<file path="config.mk">
export PLATFORM = sky130hd
export DESIGN_NAME = lcd_mode_and_line_timer_top
export DESIGN_NICKNAME = d
export VERILOG_FILES = /design/src/rtl/lmlt_pkg.sv /design/src/rtl/lmlt_timer.sv /design/src/rtl/lcd_mode_and_line_timer_top.sv
export SDC_FILE = /design/constraint.sdc
export NUM_CORES = 1
export LEC_CHECK = 0
export BUFFER_PORTS_ARGS = -buffer_cell sky130_fd_sc_hd__buf_2
export CAP_MARGIN = 20
export CORE_AREA = 2 2 94 96
export DETAILED_ROUTE_END_ITERATION = 7
export DIE_AREA = 0 0 96 98
export GPL_TIMING_DRIVEN = 0
export PLACE_DENSITY = 0.68
export SETUP_SLACK_MARGIN = 0.05
export SLEW_MARGIN = 30
export SYNTH_ARGS = -nofsm -noshare
export SYNTH_HDL_FRONTEND = slang
export SYNTH_SLANG_ARGS = --single-unit
</file>
<file path="constraint.sdc">
create_clock -name clk -period 3.1 [get_ports clk]
set_input_delay 0.155 -clock clk [delete_from_list [all_inputs] [get_ports clk]]
set_output_delay 0.155 -clock clk [all_outputs]
set_load 0.01 [all_outputs]
</file>
<file path="src/rtl/lmlt_pkg.sv">
// Shared types and timing constants for the LCD mode and line timer.
`timescale 1ns / 1ps

package lmlt_pkg;

	// Display modes as reported on the mode port.
	typedef enum logic [1:0] {
		MODE_HBLANK = 2'd0,
		MODE_VBLANK = 2'd1,
		MODE_OAM    = 2'd2,
		MODE_XFER   = 2'd3
	} mode_t;

	// Configuration register indexes.
	localparam logic [1:0] CFG_DISPLAY_ENABLE = 2'd0;
	localparam logic [1:0] CFG_COMPARE_LINE   = 2'd1;
	localparam logic [1:0] CFG_STAT_ENABLES   = 2'd2;

	// Dot-clock thresholds for each phase of a line.
	localparam logic [9:0] OAM_TICKS    = 10'd80;
	localparam logic [9:0] XFER_TICKS   = 10'd172;
	localparam logic [9:0] HBLANK_TICKS = 10'd204;
	localparam logic [9:0] LINE_TICKS   = 10'd456;

	localparam logic [7:0] VBLANK_FIRST_LINE = 8'd144;
	localparam logic [7:0] LAST_LINE         = 8'd153;

	// Status interrupt source enable bits.
	localparam int EN_HBLANK = 0;
	localparam int EN_VBLANK = 1;
	localparam int EN_OAM    = 2;
	localparam int EN_MATCH  = 3;

	typedef struct packed {
		logic       display_enable;
		logic [7:0] compare_line;
		logic [3:0] stat_enables;
	} cfg_t;

	typedef struct packed {
		mode_t      mode;
		logic [7:0] line;
		logic       line_match;
		logic       vblank_request;
		logic       stat_request;
		logic       render_line;
	} result_t;

endpackage

</file>
<file path="src/rtl/lmlt_timer.sv">
// Mode and line state of the timer and its single-pass step logic.
`timescale 1ns / 1ps

module lmlt_timer import lmlt_pkg::*; (
	input  logic       clk,
	input  logic       arst_n,
	input  cfg_t       cfg,
	input  logic       step,
	input  logic [7:0] tick_count,
	output result_t    result
);

	mode_t      mode_q, mode_d;
	logic [9:0] acc_q, acc_d;
	logic [7:0] line_q, line_d;
	logic       match_q, match_d;
	logic [9:0] acc_sum;
	logic [7:0] line_inc;
	logic       vblank_req, stat_req, render;

	// the accumulator is 10 bits wide, wide enough that the sum never wraps
	assign acc_sum  = acc_q + {2'b00, tick_count};
	assign line_inc = line_q + 8'd1;

	always_comb begin
		mode_d     = mode_q;
		acc_d      = acc_q;
		line_d     = line_q;
		match_d    = match_q;
		vblank_req = 1'b0;
		stat_req   = 1'b0;
		render     = 1'b0;
		if (cfg.display_enable) begin
			acc_d = acc_sum;
			case (mode_q)
				MODE_OAM: begin
					if (acc_sum >= OAM_TICKS) begin
						acc_d  = '0;
						mode_d = MODE_XFER;
					end
				end
				MODE_XFER: begin
					if (acc_sum >= XFER_TICKS) begin
						acc_d    = '0;
						render   = 1'b1;
						stat_req = cfg.stat_enables[EN_HBLANK];
						mode_d   = MODE_HBLANK;
					end
				end
				MODE_HBLANK: begin
					if (acc_sum >= HBLANK_TICKS) begin
						acc_d   = '0;
						line_d  = line_inc;
						match_d = (line_inc == cfg.compare_line);
						if (line_inc == VBLANK_FIRST_LINE) begin
							vblank_req = 1'b1;
							stat_req   = (match_d & cfg.stat_enables[EN_MATCH]) |
								cfg.stat_enables[EN_VBLANK];
							mode_d     = MODE_VBLANK;
						end else begin
							stat_req = (match_d & cfg.stat_enables[EN_MATCH]) |
								cfg.stat_enables[EN_OAM];
							mode_d   = MODE_OAM;
						end
					end
				end
				default: begin
					if (acc_sum >= LINE_TICKS) begin
						acc_d  = '0;
						line_d = line_inc;
						// wrap past the last vblank line and restart the frame
						if (line_inc > LAST_LINE) begin
							line_d   = '0;
							match_d  = (cfg.compare_line == 8'd0);
							stat_req = (match_d & cfg.stat_enables[EN_MATCH]) |
								cfg.stat_enables[EN_OAM];
							mode_d   = MODE_OAM;
						end
					end
				end
			endcase
		end
	end

	assign result = '{
		mode:           mode_d,
		line:           line_d,
		line_match:     match_d,
		vblank_request: vblank_req,
		stat_request:   stat_req,
		render_line:    render
	};

	always_ff @(posedge clk or negedge arst_n) begin
		if (!arst_n) begin
			mode_q  <= MODE_XFER;
			acc_q   <= '0;
			line_q  <= '0;
			match_q <= 1'b0;
		end else if (step) begin
			mode_q  <= mode_d;
			acc_q   <= acc_d;
			line_q  <= line_d;
			match_q <= match_d;
		end
	end

	a_line_range: assert property (@(posedge clk) disable iff (!arst_n)
		line_q <= LAST_LINE) else $error("line counter beyond last line");

	a_disabled_holds: assert property (@(posedge clk) disable iff (!arst_n)
		step && !cfg.display_enable |=> $stable(mode_q) && $stable(line_q) && $stable(acc_q))
		else $error("state changed while display disabled");

	a_acc_below_line: assert property (@(posedge clk) disable iff (!arst_n)
		acc_q < LINE_TICKS) else $error("tick accumulator past line length");

endmodule

</file>
<file path="src/rtl/lcd_mode_and_line_timer_top.sv">
// Top level of the LCD mode and line timer: configuration registers and output buffering.
`timescale 1ns / 1ps

// LCD mode and line timer. Each transfer on the input channel carries the
// number of dot-clock ticks elapsed since the previous one; while the
// display is enabled the block accumulates them and walks each line through
// OAM search (80 ticks), pixel transfer (172) and hblank (204), with lines
// 144..153 spent in vblank (456 ticks each). At most one phase boundary is
// taken per item and leftover ticks past a boundary are dropped. Every input
// item yields exactly one result: the mode and line after the step, the held
// line-coincidence flag, and the vblank, status and render-line pulses.
// Throughput is one item per clock while in_stall is low, and each result
// is registered on its way out. The step is a single add-and-compare
// against the mode threshold between the state registers and the output
// register, and a one-entry skid register behind the output register lets
// the input keep flowing for one extra item while a result waits; in_stall
// rises only when that skid entry is full. Configuration writes are always
// taken (cfg_ready is tied high) and should be issued only while idle.
// Register index 0 is display_enable, 1 compare_line, 2 stat_enables;
// index 3 is ignored. Reset puts the block in pixel transfer on line 0.

module lcd_mode_and_line_timer_top import lmlt_pkg::*; (
	input  logic       clk,
	input  logic       arst_n,
	// input item channel
	input  logic       in_valid,
	output logic       in_stall,
	input  logic [7:0] tick_count,
	// result channel
	output logic       out_valid,
	input  logic       out_stall,
	output logic [1:0] mode,
	output logic [7:0] line,
	output logic       line_match,
	output logic       vblank_request,
	output logic       stat_request,
	output logic       render_line,
	// configuration write channel
	input  logic       cfg_valid,
	output logic       cfg_ready,
	input  logic [1:0] cfg_index,
	input  logic [7:0] cfg_data
);

	cfg_t    cfg_q;
	result_t step_result;
	result_t out_q, skid_q;
	logic    out_valid_q, skid_valid_q;
	logic    in_xfer, out_xfer, cfg_xfer;

	// Configuration is always accepted.
	assign cfg_ready = 1'b1;
	assign cfg_xfer  = cfg_valid & cfg_ready;

	always_ff @(posedge clk or negedge arst_n) begin
		if (!arst_n) begin
			cfg_q <= '0;
		end else if (cfg_xfer) begin
			case (cfg_index)
				CFG_DISPLAY_ENABLE: cfg_q.display_enable <= cfg_data[0];
				CFG_COMPARE_LINE:   cfg_q.compare_line   <= cfg_data;
				CFG_STAT_ENABLES:   cfg_q.stat_enables   <= cfg_data[3:0];
				default: ;  // unmapped index: drop the write
			endcase
		end
	end

	// Stall the producer only when the skid entry is occupied.
	assign in_stall = skid_valid_q;
	assign in_xfer  = in_valid & ~in_stall;
	assign out_xfer = out_valid_q & ~out_stall;

	lmlt_timer u_timer (
		.clk        (clk),
		.arst_n     (arst_n),
		.cfg        (cfg_q),
		.step       (in_xfer),
		.tick_count (tick_count),
		.result     (step_result)
	);

	// Output register plus one skid entry. When the output slot frees up,
	// refill it from the skid first, otherwise from the new item; when the
	// output is held, park a new item in the skid.
	always_ff @(posedge clk or negedge arst_n) begin
		if (!arst_n) begin
			out_valid_q  <= 1'b0;
			skid_valid_q <= 1'b0;
		end else begin
			if (!out_valid_q || out_xfer) begin
				out_valid_q  <= skid_valid_q | in_xfer;
				skid_valid_q <= 1'b0;
			end else if (in_xfer) begin
				skid_valid_q <= 1'b1;
			end
		end
	end

	always_ff @(posedge clk) begin
		if (!out_valid_q || out_xfer) begin
			out_q <= skid_valid_q ? skid_q : step_result;
		end
		if (in_xfer && out_valid_q && !out_xfer) begin
			skid_q <= step_result;
		end
	end

	assign out_valid      = out_valid_q;
	assign mode           = out_q.mode;
	assign line           = out_q.line;
	assign line_match     = out_q.line_match;
	assign vblank_request = out_q.vblank_request;
	assign stat_request   = out_q.stat_request;
	assign render_line    = out_q.render_line;

	a_skid_behind_out: assert property (@(posedge clk) disable iff (!arst_n)
		skid_valid_q |-> out_valid_q) else $error("skid entry held with empty output");

	a_render_hblank: assert property (@(posedge clk) disable iff (!arst_n)
		out_valid_q && out_q.render_line |-> out_q.mode == MODE_HBLANK)
		else $error("render pulse outside hblank entry");

	a_vblank_line: assert property (@(posedge clk) disable iff (!arst_n)
		out_valid_q && out_q.vblank_request |->
		out_q.mode == MODE_VBLANK && out_q.line == VBLANK_FIRST_LINE)
		else $error("vblank request away from first vblank line");

	a_skid_order: assert property (@(posedge clk) disable iff (!arst_n)
		skid_valid_q && out_xfer |=> out_valid_q && !skid_valid_q)
		else $error("skid entry not moved to output");

endmodule

</file>
==> metrics.md, run 1 <==
| Metric | Value |
|---|---|
| Failing checks | `setup timing` |
| Number of flops mapped to enable cells by yosys | `28` |
| Root Driver | `clkbuf_8` |
| Synth async-reset ratio | `0.563` |
| Max Clock Skew | `13.3 ps` |
| # rows | `34` |
| Fmax achieved | `297 MHz` |
| Most common cell after layout, fill and taps aside | `buf_2` |
| Maxcap violations | `0` |
| P_leak | `2.06 nW` |
| Clk_lat worst skew | `360 ps` |
| CTS Buffer Depth | `2` |
| Synth Net Count | `432` |
| Port Buffers | `38` |
| Number of global-route vias before repair | `3359` |
| Max-slew violation total from the final report | `0` |
| Mapped Area | `4050 um2` |
| Final global-route overflow total | `0` |
| CP Launch Type | `flop` |
| Hold Startpoint | `in_valid` |
| Reg2Reg Setup Slack | `-270 ps` |
| TritonRoute pass-1 iters | `5` |
| Power density over the cells | `894 nW/um2` |
| # setup viols final | `21` |
| Initial antenna violation count | `0` |
| Final GP Congestion | `0.878` |
| Comb pwr share | `0.541` |
| Switching Fraction | `0.403` |
| Hold depth | `3` |
| Htree depth | `3` |
| Sequential cell fraction of total power | `0.265` |
| Die ar. | `9410 um2` |
| Synthesized flop and latch total | `64` |
| Remaining antenna violation count after routing | `0` |
| GRT Total Usage | `0.221` |
| WS Path Type | `reg2reg` |
| Area delta synth->final | `27.7%` |
| Io pins | `40` |
| Reg clk slew, reported paths | `80 ps` |
| Largest net degree at the start of global routing | `37` |
| TritonCTS clock tree | `built` |
| First-pass GRT wire length | `16300 um` |
| Worst slack, placed | `-403 ps` |
| CP arrival | `3490 ps` |
| CORE AREA | `8470 um2` |
| 1st-iter DRT viols | `191` |
| Final net count | `504` |
| Required time of the critical path | `3220 ps` |
| FF-to-FF Start | `u_timer.acc_q[1]$_DFFE_PN0P_` |
| Slew HR | `0.523` |
| Worst R2R Path Depth | `13` |
| Primary FF master, synth | `dfrtp_1` |
| Fin cells | `582` |
| Fin crit period | `3370 ps` |
| Most frequent cells in the layout | `buf_2 (42), dfrtp_1 (34), nor2_1 (30)` |
| Clk network pwr share | `0.194` |
| Setup crit end kind | `flop` |
| Chip Height | `98 um` |
| Cell Int Power | `2.76 mW` |
| Total number of vias | `3455` |
| Outcome | `finished, violations left` |
| Final Hold Fails | `0` |
| Final antenna diode count | `0` |
| Maximum VDD drop | `0.436 mV` |
| Initial core utilization | `0.479` |
| Worst reg2reg endpoint | `line[4]$_DFFE_PN_` |
| Final Cycle Share | `1.09` |
| Overall routed net length | `9950 um` |
| Mapped Cells | `397` |
| Unrepaired setup endpoints after global routing | `yes` |
| CTS Buf Count | `9` |
| Slew @ Worst Pin | `713 ps` |
| Die Wd | `96 um` |
| Share of layout cells above drive strength 1 | `0.350` |
| Dpl hpwl | `6520 um` |
| NetSw | `1.86 mW` |
| Register area share after synthesis | `0.431` |
| Syn_area_per_cell | `10.2 um2` |
| Synth warn | `0` |
| Min-delay worst type | `in2reg` |
| CP max FO | `4` |
| Placed instance count | `543` |
| Distinct cells, synth | `74` |
| Routed WL per cell | `17.1 um` |
| Via/cell ratio | `5.94` |
| PnR worst setup slack | `-270 ps` |
| DRC | `0` |
| Hold endpoint | `out_valid$_DFFE_PN0N_` |
| Clock sinks | `64` |
how the worst max path moves through the flow:
stage / startpoint / to / slack, ps / depth (start not counted)
3_5_place_dp: u_timer.acc_q[0]$_DFFE_PN0P_ / line[4]$_DFFE_PN_ / -400 / 11
4_1_cts: u_timer.acc_q[0]$_DFFE_PN0P_ / line[4]$_DFFE_PN_ / -250 / 12
2_1_floorplan: u_timer.acc_q[0]$_DFFE_PN0P_ / line[4]$_DFFE_PN_ / -100 / 11
5_1_grt: u_timer.acc_q[1]$_DFFE_PN0P_ / line[4]$_DFFE_PN_ / -360 / 13
6_report: u_timer.acc_q[1]$_DFFE_PN0P_ / line[4]$_DFFE_PN_ / -270 / 13
3_3_place_gp: u_timer.acc_q[0]$_DFFE_PN0P_ / line[4]$_DFFE_PN_ / -390 / 11
state kept, by name, summed over array words and instances, names as in the netlist:
| register | flops |
|---|---|
| line_match | 1 |
| u_timer.acc_q | 10 |
| stat_request | 1 |
| line | 8 |
| render_line | 1 |
| vblank_request | 1 |
| mode | 2 |
| cfg_q | 13 |
| u_timer.match_q | 1 |
| skid_q | 14 |
| u_timer.mode_q | 2 |
| out_valid | 1 |
| in_stall | 1 |
| u_timer.line_q | 8 |
timing repair:
item,in CTS,in global routing
pin swaps,24,10
resized for setup,46,21
endpoints found under the hold margin,34,0
hold buffers,1,0
buffers inserted,18,6
endpoints found under the setup margin,44,43
per-stage QoR:
step,hold WS (ps),cell area (um2),total power [mW],TNS (ps),utilization
5_1_grt,8.93,5170,4.90,-6380,0.611
3_3_place_gp,310,4420,3.08,-7060,0.522
2_1_floorplan,-141,4090,2.72,-119,-
4_1_cts,7.77,5030,4.40,-2280,0.594
6_report,7.53,5170,4.63,-2580,0.611
3_5_place_dp,319,4420,3.12,-7640,0.522
synth_stat cells (3+ instances only):
cell	n	area share
a211o_1	3	0.0065
a211oi_1	9	0.017
a21o_1	10	0.019
a21oi_1	27	0.033
a22o_1	5	0.011
a22oi_1	3	0.0056
a32o_1	4	0.0099
a32oi_1	3	0.0065
and2_1	8	0.012
and3_1	3	0.0046
buf_2	8	0.0099
clkbuf_1	12	0.011
dfrtp_1	34	0.21
edfxtp_1	28	0.21
ha_1	11	0.034
inv_1	9	0.0083
mux2_2	20	0.056
nand2_1	26	0.024
nand3_1	7	0.0086
nand3b_1	3	0.0056
nor2_1	33	0.031
nor2b_1	7	0.011
nor3_1	11	0.014
nor3b_1	3	0.0056
nor4_1	8	0.012
o211a_1	3	0.0074
o211ai_1	5	0.0093
o21a_1	3	0.0056
o21ai_0	14	0.017
o21ai_1	3	0.0037
o22ai_1	3	0.0046
o31ai_1	5	0.0093
or2_2	3	0.0046
or3_1	4	0.0062
or4_1	3	0.0056
xnor2_1	6	0.013
xor2_1	5	0.011
kinds of logic after synthesis:
logic type | share of synthesized area
compound gates | 0.236
buf+inv | 0.0349
mux | 0.0618
xor+xnor | 0.0349
flops | 0.431
fa+ha+maj | 0.0389
other cells | 0.000926
simple gates | 0.162
power by group through the flow:
stage / Clock (mW) / Combinational (mW) / Sequential [mW]
after detailed placement: 0 / 1.89 / 1.24
final: 0.896 / 2.50 / 1.23
after global routing: 0.942 / 2.71 / 1.24
after CTS: 0.899 / 2.28 / 1.22
after global placement: 0 / 1.86 / 1.23
after floorplan: 0 / 1.50 / 1.23
area by class of cell:
cell class                 instances  area [um2]
tap                              108         135
timing repair buffer              62         394
buffer                            22         111
inverter                           9        33.8
clock inverter                     7         120
fill                             693        3290
sequential                        64        1740
clock buffer                       9         124
multi-input combinational        301        2510
critical path, cell delays in order (launching register included):
cell and delay (ps):
dfrtp_1 410, ha_1 290, a211o_4 370, buf_4 150, a211o_1 280, o211ai_2 110
buf_4 170, a211oi_4 50, buf_4 160, o32ai_4 370, buf_6 160, nor3_2 30
a221o_1 290, mux2_4 260
routing by layer:
metal	share of wire	GRT usage	wire (um)	up-vias
met5	0	0	0	-
met4	0.013	0.0462	129	0
met3	0.046	0.0602	454	14
met2	0.47	0.342	4650	101
met1	0.47	0.313	4720	1673
li1	-	-	-	1667
Power figures use the tool's default switching activity.
==> run 2: changes to the inputs <==
--- a/config.mk
+++ b/config.mk
@@ -5,11 +5,12 @@
 export SDC_FILE = /design/constraint.sdc
 export NUM_CORES = 1
 export LEC_CHECK = 0
+export ABC_AREA = 1
 export BUFFER_PORTS_ARGS = -buffer_cell sky130_fd_sc_hd__buf_2
 export CAP_MARGIN = 20
-export CORE_AREA = 2 2 94 96
+export CORE_AREA = 2 2 95 97
 export DETAILED_ROUTE_END_ITERATION = 7
-export DIE_AREA = 0 0 96 98
+export DIE_AREA = 0 0 97 99
 export GPL_TIMING_DRIVEN = 0
 export PLACE_DENSITY = 0.68
 export SETUP_SLACK_MARGIN = 0.05
==> run 2 against run 1 <==
  * Sequential power rose by 7%
  * Largest power group unchanged
  * Sequential cell count did not move
  * The flow now finishes without violations
  * Clock power fell by 5.7%
  * Critical endpoint is now line[6]$_DFFE_PN_
  * Total power fell by 1.9%
==> metrics.md, run 2 <==
| Metric | Value |
|---|---|
| Register area share after synthesis | `0.421 (-0.00962)` |
| Fin crit period | `2840 ps (-527 ps)` |
| Compound-gate portion of the synthesized area | `0.0646 (-0.171)` |
| Via/cell ratio | `5.16 (-13%)` |
| Clock sinks | `64 (unchanged)` |
| Dpl hpwl | `7520 um (+15%)` |
| Synth Net Count | `600 (+39%)` |
| WS Path Type | `reg2reg` |
| Slew HR | `0.478 (-0.0450)` |
| Synth warn | `0 (unchanged)` |
| CP arrival | `2950 ps (-540 ps)` |
| Final Cycle Share | `0.917 (-0.170)` |
| Max Clock Skew | `10.7 ps (-2.61 ps)` |
| Initial core utilization | `0.485 (+0.00607)` |
| Biggest regs | `skid_q: 14 flops, cfg_q: 13 flops, u_timer.acc_q: 10 flops` |
| Final antenna diode count | `0 (unchanged)` |
| Max reg flops | `14 (unchanged)` |
| XOR/XNOR share of the synthesized area | `0.0127 (-0.0222)` |
| Count leader, synth | `nand2_1` |
| Required time of the critical path | `3210 ps (about the same)` |
| Crit path max-delay cell type | `fa_1` |
| Syn_area_per_cell | `7.33 um2 (-28%)` |
| Fin cells | `731 (+26%)` |
| Reg clk slew, reported paths | `80 ps (about the same)` |
| Fmax achieved | `352 MHz (+19%)` |
| Mapped Cells | `565 (+42%)` |
| Area delta synth->final | `14.9%` |
| Routed WL per cell | `13.5 um (-21%)` |
| Initial antenna violation count | `0 (unchanged)` |
| Final Hold Fails | `0 (unchanged)` |
| # rows | `34 (unchanged)` |
| Adder-cell share of the synthesized area | `0.0380 (-0.000869)` |
| Largest Register | `skid_q` |
| Maximum VDD drop | `0.379 mV (-13%)` |
| Root Driver | `clkbuf_8` |
| Chip Height | `99 um (+1.0%)` |
| CTS Buffer Depth | `2 (unchanged)` |
| Post-route setup TNS | `0 ps (+2580 ps)` |
| Cell Int Power | `2.45 mW (-11%)` |
| Setup crit end kind | `flop` |
| Max-slew violation total from the final report | `0 (unchanged)` |
| 1st-iter DRT viols | `232 (+21%)` |
| TritonRoute pass-1 iters | `5 (unchanged)` |
| Crit path top cell by count | `nand2_1` |
| Switching Fraction | `0.461 (+0.0581)` |
| First-pass GRT wire length | `17200 um (+5.1%)` |
| Filler cell count in the final layout | `831 (+20%)` |
| Mapped Area | `4140 um2 (+2.3%)` |
| Sequential cell fraction of total power | `0.289 (+0.024)` |
| Power density over the cells | `953 nW/um2 (+6.6%)` |
| Final net count | `653 (+30%)` |
| Min-delay worst type | `in2reg` |
| Remaining antenna violation count after routing | `0 (unchanged)` |
| Io pins | `40 (unchanged)` |
| Unrepaired setup endpoints after global routing | `no` |
| P_leak | `2.45 nW (+19%)` |
| TritonCTS clock tree | `built` |
| Clk_lat worst skew | `350 ps (about the same)` |
| DRC | `0 (unchanged)` |
| # setup viols final | `0 (-100%)` |
| NetSw | `2.09 mW (+12%)` |
| CP max stage delay | `450 ps (+40 ps)` |
| Total number of vias | `3773 (+9.2%)` |
| Die Wd | `97 um (+1.0%)` |
| Most frequent cells in the layout | `nand2_1 (206), nand3_1 (74), inv_1 (60)` |
| Slew @ Worst Pin | `781 ps (+67.8 ps)` |
| Htree depth | `3 (unchanged)` |
| Worst Setup SP | `u_timer.acc_q[0]$_DFFE_PN0P_` |
| Most common cell after layout, fill and taps aside | `nand2_1` |
| Outcome | `completed` |
| Die ar. | `9600 um2 (+2.1%)` |
| Final GP Congestion | `0.936 (+6.6%)` |
| CP max FO | `8 (+4)` |
| CTS Buf Count | `9 (unchanged)` |
| GRT Total Usage | `0.218 (-0.00345)` |
| Synthesized flop and latch total | `64 (unchanged)` |
| Post-synth top area cell | `dfrtp_1` |
| Number of global-route vias before repair | `3630 (+8.1%)` |
| Primary FF master, synth | `dfrtp_1` |
| Comb pwr share | `0.524 (-0.017)` |
| Final global-route overflow total | `0 (unchanged)` |
| Synth async-reset ratio | `0.563 (unchanged)` |
| Distinct cells, synth | `41 (-45%)` |
| Worst-path cell chain | `ha_1 -> fa_1 -> nand3_1 -> nand3_1 -> xnor2_2 -> nand3_1 -> nand2_2 -> nand2_2 -> nand2_1 -> nand2_1 -> nand3_1 -> nand2_1 -> nand2_1 -> nand2_1 -> nand2_1 -> nand2_1` |
| Number of flops mapped to enable cells by yosys | `28 (unchanged)` |
| Top cells by area, synth | `dfrtp_1 (21%), edfxtp_1 (20%), nand2_1 (19%), nand3_1 (8.9%), inv_1 (5.4%)` |
| Placed instance count | `711 (+31%)` |
| FF-to-FF Start | `u_timer.acc_q[0]$_DFFE_PN0P_` |
| Top-area cell type share of the netlist area | `0.205 (-0.00469)` |
| Commonest cells post-synth | `nand2_1 (207), nand3_1 (74), inv_1 (60)` |
| Clk network pwr share | `0.186 (-0.008)` |
| CP Launch Type | `flop` |
| Overall routed net length | `9870 um (-0.86%)` |
| Mux share of post-synthesis cell area | `0.00272 (-0.0590)` |
| Simple-gate share of the synthesized area | `0.388 (+0.226)` |
| Share of layout cells above drive strength 1 | `0.165 (-0.185)` |
| CORE AREA | `8550 um2 (+1.0%)` |
| Maxcap violations | `0 (unchanged)` |
| Power Total | `4.54 mW (-1.9%)` |
| Port Buffers | `38 (unchanged)` |
| Largest net degree at the start of global routing | `37 (unchanged)` |
| Hold Startpoint | `in_valid` |
| Combinational family with the most area after synthesis | `simple AND/OR/NAND/NOR gates` |
run 2: cell count changes after synthesis, moves of 9 or more:
cell and change:
nand4_1 +9, a211oi_1 -9, nor3_1 -9, nand3_1 +67, a21oi_1 -18, inv_1 +51, a21o_1 -10, mux2_2 -19
nand2_1 +181, nand2_2 +11
run 2: final timing paths:
kind	endpoint	slack, ps	cells past startpoint
worst max-delay path	line[6]$_DFFE_PN_	260	16
worst min-delay path	out_valid$_DFFE_PN0N_	30	3
worst max register to register	line[6]$_DFFE_PN_	260	16
worst min register to register	u_timer.acc_q[0]$_DFFE_PN0P_	490	2
max in group asynchronous	u_timer.mode_q[1]$_DFFE_PN1P_	2440	2
min in group asynchronous	u_timer.line_q[2]$_DFFE_PN0P_	310	2
run 2: logic make-up after synthesis:
kind of cell    after synthesis
simple gates                359
buf+inv                      78
compound gates               44
fa+ha+maj                    12
mux                           1
xor+xnor                      6
other cells                   1
flops                        64
run 2: through the flow:
stage | hold WS [ps] | util | instance area (um2) | worst slack (ps)
final | 30.8 | 0.557 | 4760 | 257
after global routing | 35.4 | 0.557 | 4760 | 61.1
after CTS | 30.9 | 0.553 | 4720 | 163
after detailed placement | 315 | 0.523 | 4470 | 187
after global placement | 297 | 0.523 | 4470 | 199
after floorplan | -141 | - | 4140 | 565
run 2: power groups by stage:
stage	combinational (mW)	clock, mW	sequential, mW
after global routing	2.71	0.895	1.34
after floorplan	1.73	0	1.31
after detailed placement	2.27	0	1.33
after CTS	2.28	0.858	1.31
after global placement	2.23	0	1.32
final	2.38	0.845	1.31
run 2: area by class of cell:
cell class | instances | area [um2] | share of cell area
Clock buffer | 12 | 188 | 0.0394
Sequential cell | 64 | 1740 | 0.366
Multi-Input combinational cell | 423 | 2110 | 0.444
Tap cell | 108 | 135 | 0.0284
Timing Repair Buffer | 42 | 225 | 0.0473
Clock inverter | 4 | 55.1 | 0.0116
Buffer | 10 | 43.8 | 0.00920
Inverter | 68 | 255 | 0.0536
run 2: repair_timing:
item | in CTS | in global routing
buffers inserted | 0 | 3
endpoints found under the hold margin | 34 | 0
hold buffers | 1 | 0
resized for setup | 0 | 4
endpoints found under the setup margin | 0 | 17
run 2: metal layers:
metal | vias to the layer above | global-route usage | part of all wire
li1 | 1938 | - | -
met4 | 0 | 0.0737 | 0.016
met2 | 111 | 0.345 | 0.45
met5 | - | 0 | 0
met3 | 16 | 0.0426 | 0.045
met1 | 1708 | 0.303 | 0.49
run 2: worst max-delay path: cells and delay by family, from the launching register on:
family / cells / cell delay (ps)
adders and majority gates: 2 / 680
xor gates and xnor gates: 1 / 260
DFF: 1 / 380
and+or+nand+nor: 13 / 1260
